## src/rtl/hsfd_pkg.sv

```systemverilog
// ----------------------------------------------------------------------------
// hsfd_pkg
// Shared types, constants and helper functions of the sensor frame decoder.
// ----------------------------------------------------------------------------
package hsfd_pkg;

  // crc-8 of each two-byte word
  localparam logic [7:0] CRC_INIT = 8'hFF;
  localparam logic [7:0] CRC_POLY = 8'h31;

  // conversion constants, hundredths of a unit
  localparam logic [14:0]        TEMP_SCALE  = 15'd17500;
  localparam logic [13:0]        HUM_SCALE   = 14'd12500;
  localparam logic signed [15:0] TEMP_OFFSET = 16'sd4500;
  localparam logic signed [15:0] HUM_OFFSET  = 16'sd600;
  localparam logic [13:0]        HUM_MAX     = 14'd10000;
  localparam logic [15:0]        FULL_SCALE  = 16'hFFFF;

  localparam int QUEUE_DEPTH = 2;

  localparam int TEMP_PROD_W = 31;
  localparam int HUM_PROD_W  = 30;

  // position of the next byte in the six-byte frame
  typedef enum logic [2:0] {
    POS_TEMP_MSB,
    POS_TEMP_LSB,
    POS_TEMP_CRC,
    POS_HUM_MSB,
    POS_HUM_LSB,
    POS_HUM_CRC
  } byte_pos_t;

  // one complete frame handed from front to back
  typedef struct packed {
    logic [15:0] temp_raw;
    logic [15:0] humid_raw;
    logic        crc_error;
  } frame_t;

  // msb-first crc-8 update over one byte
  function automatic logic [7:0] crc8_update(input logic [7:0] crc, input logic [7:0] b);
    logic [7:0] c;
    c = crc ^ b;
    for (int i = 0; i < 8; i++) begin
      if (c[7]) begin
        c = {c[6:0], 1'b0} ^ CRC_POLY;
      end else begin
        c = {c[6:0], 1'b0};
      end
    end
    return c;
  endfunction

  // floor(x / 65535) for x below 65535 * 2^15
  // x = q0 * 65535 + (q0 + lo), and q0 + lo stays below twice the divisor
  function automatic logic [14:0] div_full_scale(input logic [TEMP_PROD_W-1:0] x);
    logic [14:0] q0;
    logic [16:0] r;
    q0 = x[TEMP_PROD_W-1:16];
    r  = {1'b0, x[15:0]} + {2'b00, q0};
    if (r >= {1'b0, FULL_SCALE}) begin
      return q0 + 15'd1;
    end
    return q0;
  endfunction

endpackage

```

## src/rtl/hsfd_if.sv

```systemverilog
// ----------------------------------------------------------------------------
// hsfd_rx_if / hsfd_res_if
// Valid/ready channels of the frame decoder: received bytes and results.
// ----------------------------------------------------------------------------
interface hsfd_rx_if;
  logic       valid;
  logic       ready;
  logic [7:0] rx_byte;
  logic       frame_start;

  modport source (output valid, output rx_byte, output frame_start, input ready);
  modport sink   (input valid, input rx_byte, input frame_start, output ready);
endinterface

interface hsfd_res_if;
  logic               valid;
  logic               ready;
  logic signed [14:0] temperature_centi;
  logic        [13:0] humidity_centi;
  logic               crc_error;

  modport source (output valid, output temperature_centi, output humidity_centi,
                  output crc_error, input ready);
  modport sink   (input valid, input temperature_centi, input humidity_centi,
                  input crc_error, output ready);
endinterface

```

## src/rtl/hsfd_front.sv

```systemverilog
// ----------------------------------------------------------------------------
// hsfd_front
// Tracks the frame position, runs the crc per word and collects the raw
// words; pushes one frame record on the last byte of each frame.
// ----------------------------------------------------------------------------
module hsfd_front (
  input  logic                clk,
  input  logic                rst,
  hsfd_rx_if.sink             rx,
  input  logic                push_ready,
  output logic                push_valid,
  output hsfd_pkg::frame_t    push_data
);

  hsfd_pkg::byte_pos_t pos, pos_next, eff_pos;
  logic [7:0]  crc, crc_next, crc_cur;
  logic [15:0] temp_word, temp_word_next;
  logic [15:0] humid_word, humid_word_next;
  logic        temp_fail, temp_fail_next;
  logic        restart;
  logic        accept;

  assign rx.ready = push_ready;
  assign accept   = rx.valid && rx.ready;

  // start flag or a stray position restarts the frame
  assign restart = rx.frame_start || (pos > hsfd_pkg::POS_HUM_CRC);
  assign eff_pos = restart ? hsfd_pkg::POS_TEMP_MSB : pos;
  assign crc_cur = restart ? hsfd_pkg::CRC_INIT : crc;

  // next position
  always_comb begin
    pos_next = pos;
    if (accept) begin
      if (eff_pos == hsfd_pkg::POS_HUM_CRC) begin
        pos_next = hsfd_pkg::POS_TEMP_MSB;
      end else begin
        pos_next = hsfd_pkg::byte_pos_t'(3'(eff_pos) + 3'd1);
      end
    end
  end

  // word assembly, crc and frame record
  always_comb begin
    crc_next        = crc;
    temp_word_next  = temp_word;
    humid_word_next = humid_word;
    temp_fail_next  = temp_fail;
    push_valid      = 1'b0;
    push_data.temp_raw  = temp_word;
    push_data.humid_raw = humid_word;
    push_data.crc_error = temp_fail || (crc_cur != rx.rx_byte);
    if (accept) begin
      unique case (eff_pos)
        hsfd_pkg::POS_TEMP_MSB: begin
          temp_word_next = {rx.rx_byte, temp_word[7:0]};
          crc_next       = hsfd_pkg::crc8_update(crc_cur, rx.rx_byte);
        end
        hsfd_pkg::POS_TEMP_LSB: begin
          temp_word_next = {temp_word[15:8], rx.rx_byte};
          crc_next       = hsfd_pkg::crc8_update(crc_cur, rx.rx_byte);
        end
        hsfd_pkg::POS_TEMP_CRC: begin
          temp_fail_next = (crc_cur != rx.rx_byte);
          crc_next       = hsfd_pkg::CRC_INIT;
        end
        hsfd_pkg::POS_HUM_MSB: begin
          humid_word_next = {rx.rx_byte, humid_word[7:0]};
          crc_next        = hsfd_pkg::crc8_update(crc_cur, rx.rx_byte);
        end
        hsfd_pkg::POS_HUM_LSB: begin
          humid_word_next = {humid_word[15:8], rx.rx_byte};
          crc_next        = hsfd_pkg::crc8_update(crc_cur, rx.rx_byte);
        end
        default: begin
          crc_next   = hsfd_pkg::CRC_INIT;
          push_valid = 1'b1;
        end
      endcase
    end
  end

  always_ff @(posedge clk) begin
    if (rst) begin
      pos        <= hsfd_pkg::POS_TEMP_MSB;
      crc        <= hsfd_pkg::CRC_INIT;
      temp_word  <= '0;
      humid_word <= '0;
      temp_fail  <= 1'b0;
    end else begin
      pos        <= pos_next;
      crc        <= crc_next;
      temp_word  <= temp_word_next;
      humid_word <= humid_word_next;
      temp_fail  <= temp_fail_next;
    end
  end

  // position never leaves the frame
  a_pos_range: assert property (@(posedge clk) disable iff (rst)
    pos <= hsfd_pkg::POS_HUM_CRC)
    else $error("frame position out of range");

  // a record is pushed only on the last byte of an accepted frame
  a_push_on_last: assert property (@(posedge clk) disable iff (rst)
    push_valid |-> (accept && eff_pos == hsfd_pkg::POS_HUM_CRC))
    else $error("frame record pushed off the last word");

endmodule

```

## src/rtl/hsfd_queue.sv

```systemverilog
// ----------------------------------------------------------------------------
// hsfd_queue
// Short frame-record queue between the front and the conversion back end.
// ----------------------------------------------------------------------------
module hsfd_queue #(
  parameter int DEPTH = hsfd_pkg::QUEUE_DEPTH
) (
  input  logic             clk,
  input  logic             rst,
  input  logic             push_valid,
  input  hsfd_pkg::frame_t push_data,
  output logic             push_ready,
  output logic             pop_valid,
  output hsfd_pkg::frame_t pop_data,
  input  logic             pop
);

  localparam int PTR_W = $clog2(DEPTH);
  localparam int CNT_W = $clog2(DEPTH + 1);

  hsfd_pkg::frame_t mem [DEPTH];
  logic [PTR_W-1:0] wr_ptr, rd_ptr;
  logic [CNT_W-1:0] count;
  logic             do_push, do_pop;

  assign push_ready = (count != CNT_W'(DEPTH));
  assign pop_valid  = (count != '0);
  assign pop_data   = mem[rd_ptr];
  assign do_push    = push_valid && push_ready;
  assign do_pop     = pop && pop_valid;

  // storage
  always_ff @(posedge clk) begin
    if (do_push) begin
      mem[wr_ptr] <= push_data;
    end
  end

  // pointers and fill count
  always_ff @(posedge clk) begin
    if (rst) begin
      wr_ptr <= '0;
      rd_ptr <= '0;
      count  <= '0;
    end else begin
      if (do_push) begin
        wr_ptr <= (wr_ptr == PTR_W'(DEPTH - 1)) ? '0 : wr_ptr + PTR_W'(1);
      end
      if (do_pop) begin
        rd_ptr <= (rd_ptr == PTR_W'(DEPTH - 1)) ? '0 : rd_ptr + PTR_W'(1);
      end
      if (do_push && !do_pop) begin
        count <= count + CNT_W'(1);
      end else if (do_pop && !do_push) begin
        count <= count - CNT_W'(1);
      end
    end
  end

  a_count_range: assert property (@(posedge clk) disable iff (rst)
    count <= CNT_W'(DEPTH))
    else $error("queue fill count past depth");

  // the front only offers a record when it has taken the byte
  a_no_overflow: assert property (@(posedge clk) disable iff (rst)
    push_valid |-> push_ready)
    else $error("record pushed into a full queue");

endmodule

```

## src/rtl/hsfd_back.sv

```systemverilog
// ----------------------------------------------------------------------------
// hsfd_back
// Converts raw words to hundredths: constant multiply, then divide by
// full scale, offset, clamp humidity and zero on crc error into the result register.
// ----------------------------------------------------------------------------
module hsfd_back (
  input  logic             clk,
  input  logic             rst,
  input  logic             pop_valid,
  input  hsfd_pkg::frame_t pop_data,
  output logic             pop,
  hsfd_res_if.source       result
);

  logic                                s1_valid;
  logic [hsfd_pkg::TEMP_PROD_W-1:0]    s1_temp_prod;
  logic [hsfd_pkg::HUM_PROD_W-1:0]     s1_hum_prod;
  logic                                s1_err;
  logic                                out_free, s1_free;
  logic [14:0]                         temp_q, hum_q;
  logic signed [15:0]                  temp_s, hum_s;
  logic signed [14:0]                  temp_val;
  logic [13:0]                         hum_val;

  assign out_free = !result.valid || result.ready;
  assign s1_free  = !s1_valid || out_free;
  assign pop      = pop_valid && s1_free;

  // stage 1: scale products
  always_ff @(posedge clk) begin
    if (rst) begin
      s1_valid <= 1'b0;
    end else if (s1_free) begin
      s1_valid <= pop_valid;
    end
  end

  always_ff @(posedge clk) begin
    if (pop) begin
      s1_temp_prod <= hsfd_pkg::TEMP_PROD_W'(pop_data.temp_raw)
                    * hsfd_pkg::TEMP_PROD_W'(hsfd_pkg::TEMP_SCALE);
      s1_hum_prod  <= hsfd_pkg::HUM_PROD_W'(pop_data.humid_raw)
                    * hsfd_pkg::HUM_PROD_W'(hsfd_pkg::HUM_SCALE);
      s1_err       <= pop_data.crc_error;
    end
  end

  // stage 2: divide by full scale, offset, clamp humidity, zero on crc error
  always_comb begin
    temp_q = hsfd_pkg::div_full_scale(s1_temp_prod);
    hum_q  = hsfd_pkg::div_full_scale({1'b0, s1_hum_prod});
    temp_s = $signed({1'b0, temp_q}) - hsfd_pkg::TEMP_OFFSET;
    hum_s  = $signed({1'b0, hum_q}) - hsfd_pkg::HUM_OFFSET;
    temp_val = temp_s[14:0];
    if (hum_s < 16'sd0) begin
      hum_val = '0;
    end else if (hum_s > $signed({2'b00, hsfd_pkg::HUM_MAX})) begin
      hum_val = hsfd_pkg::HUM_MAX;
    end else begin
      hum_val = hum_s[13:0];
    end
    if (s1_err) begin
      temp_val = '0;
      hum_val  = '0;
    end
  end

  // result register
  always_ff @(posedge clk) begin
    if (rst) begin
      result.valid <= 1'b0;
    end else if (out_free) begin
      result.valid <= s1_valid;
    end
  end

  always_ff @(posedge clk) begin
    if (out_free && s1_valid) begin
      result.temperature_centi <= temp_val;
      result.humidity_centi    <= hum_val;
      result.crc_error         <= s1_err;
    end
  end

  a_err_zero: assert property (@(posedge clk) disable iff (rst)
    (result.valid && result.crc_error) |->
      (result.temperature_centi == 15'sd0 && result.humidity_centi == 14'd0))
    else $error("nonzero value on crc error");

  a_hum_clamp: assert property (@(posedge clk) disable iff (rst)
    result.valid |-> (result.humidity_centi <= hsfd_pkg::HUM_MAX))
    else $error("humidity past clamp");

endmodule

```

## src/rtl/humidity_sensor_frame_decoder_unit.sv

```systemverilog
// ----------------------------------------------------------------------------
// humidity_sensor_frame_decoder_unit
// Decodes six-byte temperature/humidity sensor frames with crc-8 checks
// into temperature and humidity in hundredths.
// ----------------------------------------------------------------------------
//  channel | dir | payload                                          | words
//  rx      | in  | rx_byte[7:0], frame_start                        | one per byte
//  result  | out | temperature_centi[14:0] s, humidity_centi[13:0], | one per frame
//          |     | crc_error                                        |
//
// One byte is taken per cycle while the queue has room; the front updates
// position and crc in the cycle it takes the byte. A frame result follows
// its last byte through the queue, written on the accepting edge, then the
// multiply stage, then divide/offset/clamp into the result reg.
// Synchronous reset clears position, crc, queue and valid flags.
// A stalled result backs up the pipeline and queue; rx.ready drops only
// when the queue is full.
module humidity_sensor_frame_decoder_unit #(
  parameter int QUEUE_DEPTH = hsfd_pkg::QUEUE_DEPTH
) (
  input  logic       clk,
  input  logic       rst,
  hsfd_rx_if.sink    rx,
  hsfd_res_if.source result
);

  logic             push_valid, push_ready;
  hsfd_pkg::frame_t push_data;
  logic             pop_valid, pop;
  hsfd_pkg::frame_t pop_data;

  hsfd_front u_front (
    .clk        (clk),
    .rst        (rst),
    .rx         (rx),
    .push_ready (push_ready),
    .push_valid (push_valid),
    .push_data  (push_data)
  );

  hsfd_queue #(
    .DEPTH (QUEUE_DEPTH)
  ) u_queue (
    .clk        (clk),
    .rst        (rst),
    .push_valid (push_valid),
    .push_data  (push_data),
    .push_ready (push_ready),
    .pop_valid  (pop_valid),
    .pop_data   (pop_data),
    .pop        (pop)
  );

  hsfd_back u_back (
    .clk       (clk),
    .rst       (rst),
    .pop_valid (pop_valid),
    .pop_data  (pop_data),
    .pop       (pop),
    .result    (result)
  );

endmodule
```

## src/flat_wrapper.sv

```systemverilog
// flat-port wrapper written by rule: the top's interface ports become plain ports
module humidity_sensor_frame_decoder_unit_flat 
#(
  parameter int QUEUE_DEPTH = hsfd_pkg::QUEUE_DEPTH
)
  (clk, rst, rx_valid, rx_rx_byte, rx_frame_start, rx_ready, result_valid, result_temperature_centi, result_humidity_centi, result_crc_error, result_ready);
  hsfd_rx_if rx_i ();
  hsfd_res_if result_i ();
  input  logic clk;
  input  logic rst;
  input wire logic [$bits(rx_i.valid)-1:0] rx_valid;
  input wire logic [$bits(rx_i.rx_byte)-1:0] rx_rx_byte;
  input wire logic [$bits(rx_i.frame_start)-1:0] rx_frame_start;
  output wire logic [$bits(rx_i.ready)-1:0] rx_ready;
  output wire logic [$bits(result_i.valid)-1:0] result_valid;
  output wire logic [$bits(result_i.temperature_centi)-1:0] result_temperature_centi;
  output wire logic [$bits(result_i.humidity_centi)-1:0] result_humidity_centi;
  output wire logic [$bits(result_i.crc_error)-1:0] result_crc_error;
  input wire logic [$bits(result_i.ready)-1:0] result_ready;
  assign rx_i.valid = rx_valid;
  assign rx_i.rx_byte = rx_rx_byte;
  assign rx_i.frame_start = rx_frame_start;
  assign rx_ready = rx_i.ready;
  assign result_valid = result_i.valid;
  assign result_temperature_centi = result_i.temperature_centi;
  assign result_humidity_centi = result_i.humidity_centi;
  assign result_crc_error = result_i.crc_error;
  assign result_i.ready = result_ready;
  humidity_sensor_frame_decoder_unit #(.QUEUE_DEPTH(QUEUE_DEPTH)) u_core (.clk(clk), .rst(rst), .rx(rx_i), .result(result_i));
endmodule
```

## config.mk

```make
export PLATFORM = sky130hd
export DESIGN_NAME = humidity_sensor_frame_decoder_unit_flat
export DESIGN_NICKNAME = d
export VERILOG_FILES = /design/src/rtl/hsfd_pkg.sv /design/src/rtl/hsfd_if.sv /design/src/rtl/hsfd_front.sv /design/src/rtl/hsfd_queue.sv /design/src/rtl/hsfd_back.sv /design/src/rtl/humidity_sensor_frame_decoder_unit.sv /design/src/flat_wrapper.sv
export SDC_FILE = /design/constraint.sdc
export NUM_CORES = 1
export LEC_CHECK = 0
export CAP_MARGIN = 0
export CORE_MARGIN = 5
export CORE_UTILIZATION = 25
export DETAILED_ROUTE_END_ITERATION = 12
export DONT_BUFFER_PORTS = 1
export GPL_ROUTABILITY_DRIVEN = 0
export PLACE_DENSITY_LB_ADDON = 0.1
export SLEW_MARGIN = 20
export SYNTH_ARGS = -nofsm -noshare
export SYNTH_HDL_FRONTEND = slang
export SYNTH_SLANG_ARGS = --single-unit
```

## constraint.sdc

```tcl
create_clock -name clk -period 9.1 [get_ports clk]
set_input_delay 1.82 -clock clk [delete_from_list [all_inputs] [get_ports clk]]
set_output_delay 1.82 -clock clk [all_outputs]
set_load 0.02 [all_outputs]
```

==> results.md <==
- Crit path max fanout: 25
- Net count, final: 1,969
- Register-to-register setup slack: 2.60 ns
- Post-CTS Repair Setup Buffers: 0
- Number of H-tree levels: 1
- Yosys warning total: 0
- Critical Path End Type: register
- Primary FF master, synth: edfxtp_1
- FILL cells: 6,989
- Min-delay src: u_core.u_front.temp_fail
- CTS tree: done
- Fmax: 0.154 GHz
- Count of flip-flops with a built-in enable after synthesis: 154
- Hold Vio Cnt, Final: 0
- Starting density of the core: 25.2%
- Worst-skew pair later-pin latency: 0.55 ns
- Reg2Reg Depth: 26
- Max-slew violations: 0
- Critical path arrival: 6.82 ns
- Period utilization: 71.5%
- Routed Antenna Nets: 0
- Unique masters post-synth: 85
- Largest cells by area after synthesis: edfxtp_1, ha_1, fa_1
- Mean Syn Cell Area: 10.3 um^2
- Slew HR: 25.1%
- Clk root buf: clkbuf_16
- Boundary Pins: 45
- Clock Tree Buf Depth: 3
- WHS: 0.446 ns
- Die width: 270 um
- First-pass GRT wire length: 65.1 mm
- Site row count: 95
- Status: finished, final reports clean
- Async SR Flop Fraction: 0%
- Met3 Use GR: 1.70%
- Setup Skew: 0.0241 ns
- Maxcap violations: 0
- Most common cell in the synthesized netlist: inv_1
- Crit path kind: register to register
- HPWL Detailed: 32.0 mm
- Post-Synthesis Cells: 1,645
- Largest net degree at the start of global routing: 60
- Wirelength, routed: 39.9 mm
- Crit Reg-Reg Endpoint: u_core.u_back.s1_temp_prod[30]
- DRC viols: 0
- Layout cell share with drive strength beyond 1: 5.85%
- Unrepaired setup endpoints after global routing: false
- Synth Register Bits: 205
- Port Buffer Count: 0
- DRT Pass-1 Iters: 5
- Core footprint: 67,200 um^2
- Met2 usage: 17.4%
- Synth Net Count: 1,979
- Die ar.: 73,100 um^2
- WP data required: 9.41 ns
- Num CTS Buffers: 28
- Resized cells post-CTS: 0
- Number of global-route vias before repair: 11,419
- Hold Crit Depth: 2
- Sequential area share after synthesis: 33.3%
- Hold Path End: u_core.u_front.temp_fail
- CP startpoint kind: register
- Post-synth top cells: inv_1, ha_1, edfxtp_1
- Slew @ Worst Pin: 1.12 ns
- Layer with the highest usage: met2
- Met1 Use GR: 15.6%
- Initial antenna violation count: 0
- Via/cell ratio: 4.42
- Total number of vias: 11,195
- Worst Hold Class: register to register
- Worst-path clk slew: 0.06 ns
- Layout area overhead: 11.3%
- Hold-fix buffers, CTS: 0
- Area leader, netlist: edfxtp_1
- Min Clock Period, post-route: 6.50 ns
- First DRT Iteration DRCs: 441
- Final TNS setup: 0 ns
- Grt total ovfl: 0
- # diodes: 0
- Die height: 270 um
- Final setup viols: 0
- Mapped cell area: 16,900 um^2
- WL per Instance: 15.8 um
- Top cell type's share of synthesized area: 27.3%
- Total track usage: 10.9%
- CTS Sinks: 205
cell families after synthesis:
| logic type | Yosys count | share of synthesized area [%] |
|---|---|---|
| XOR/XNOR | 119 | 6.24 |
| buffers and inverters | 290 | 6.55 |
| multiplexers | 73 | 4.46 |
| flip-flops | 205 | 33.3 |
| adder cells (fa/ha/maj) | 321 | 27.7 |
| AND/OR/NAND/NOR | 377 | 11.1 |
| AO/OA/AOI/OAI | 260 | 10.6 |
cell type report:
type                    count  area [um^2]  area share, %
inverters                 244          916           4.85
clock buffers              35          748           3.97
flip-flops and latches    205         5650           29.9
well taps                 873         1090           5.79
clock inverters            17          171          0.909
repair buffers              6         65.1          0.345
multi-input cells        1150        10200           54.2
layer usage:
layer,share of wire [%],up-vias
li1,-,5758
met1,51,5244
met2,44,141
met3,2.9,52
met4,2.2,0
met5,0,-
how the worst max path moves through the flow:
stage,from,to,slack (ns),depth (start not counted)
2_1_floorplan,register,u_core.u_back.s1_temp_prod[30],2.77,27
3_3_place_gp,register,u_core.u_back.s1_temp_prod[30],2.46,26
4_1_cts,register,u_core.u_back.s1_temp_prod[30],2.45,26
5_1_grt,register,u_core.u_back.s1_temp_prod[30],1.94,26
3_5_place_dp,register,u_core.u_back.s1_temp_prod[30],2.46,26
6_report,register,u_core.u_back.s1_temp_prod[30],2.60,26
stage by stage:
step	utilization [%]	cell area (um^2)	cells	worst slack (ns)
3_3_place_gp	26.7	17900	2477	2.46
2_1_floorplan	-	16900	1645	2.77
3_5_place_dp	26.7	17900	2477	2.46
6_report	28.1	18900	2530	2.60
4_1_cts	28.1	18800	2529	2.45
5_1_grt	28.1	18900	2530	1.94
registers in the layout, summed over array words and instances (netlist names), named ones only:
signal	flops
u_core.u_queue.count	2
u_core.u_back.result.crc_error	1
u_core.u_queue.rd_ptr	1
u_core.u_front.temp_fail	1
u_core.u_queue.wr_ptr	1
u_core.u_back.s1_hum_prod	28
u_core.u_front.humid_word	16
u_core.u_back.result.temperature_centi	15
u_core.u_front.pos	3
u_core.u_front.crc	8
u_core.u_back.s1_temp_prod	29
u_core.u_queue.mem	66
u_core.u_front.temp_word	16
u_core.u_back.result.humidity_centi	14
u_core.u_back.result.valid	1
u_core.u_back.s1_err	1
u_core.u_back.s1_valid	1
worst max-delay path, stage by stage (launching register included):
cell,delay [ns]
dfxtp_1,0.33
buf_4,0.35
mux2i_1,0.36
inv_1,0.17
ha_1,0.30
inv_1,0.05
fa_1,0.49
inv_1,0.04
ha_1,0.28
ha_1,0.27
inv_1,0.05
fa_1,0.52
inv_1,0.06
fa_1,0.45
a21o_1,0.20
a21oi_1,0.22
o21bai_1,0.09
a21o_1,0.20
a21oi_1,0.24
nor3_1,0.11
o31ai_1,0.31
a211o_1,0.25
o211ai_1,0.12
a31oi_1,0.26
o21ai_0,0.17
a21o_1,0.20
a21o_1,0.16
layout by cell type, fill, tap and decap left out, types with 10 or more instances in the layout:
master	Yosys	routed
mux2_2	20	20
mux2i_1	53	53
nor2b_1	15	14
o211ai_1	11	11
o21bai_1	11	11
clkbuf_16	0	29
nand3_1	35	35
xor2_1	31	31
o31ai_1	10	10
nand2b_1	10	10
xnor2_1	86	86
nand4_1	11	11
fa_1	91	91
nor3_1	41	41
a21o_1	15	15
edfxtp_1	154	154
and3_1	10	10
nand2_1	59	59
o21a_1	11	11
nor4_1	13	12
dfxtp_1	51	51
ha_1	230	230
o21ai_0	40	40
nor2_1	129	127
a21oi_1	61	61
inv_1	244	243
Power is left out: the tool's default activity adds up to more than one toggle a clock period on the data nets, which glitch-free logic cannot reach.
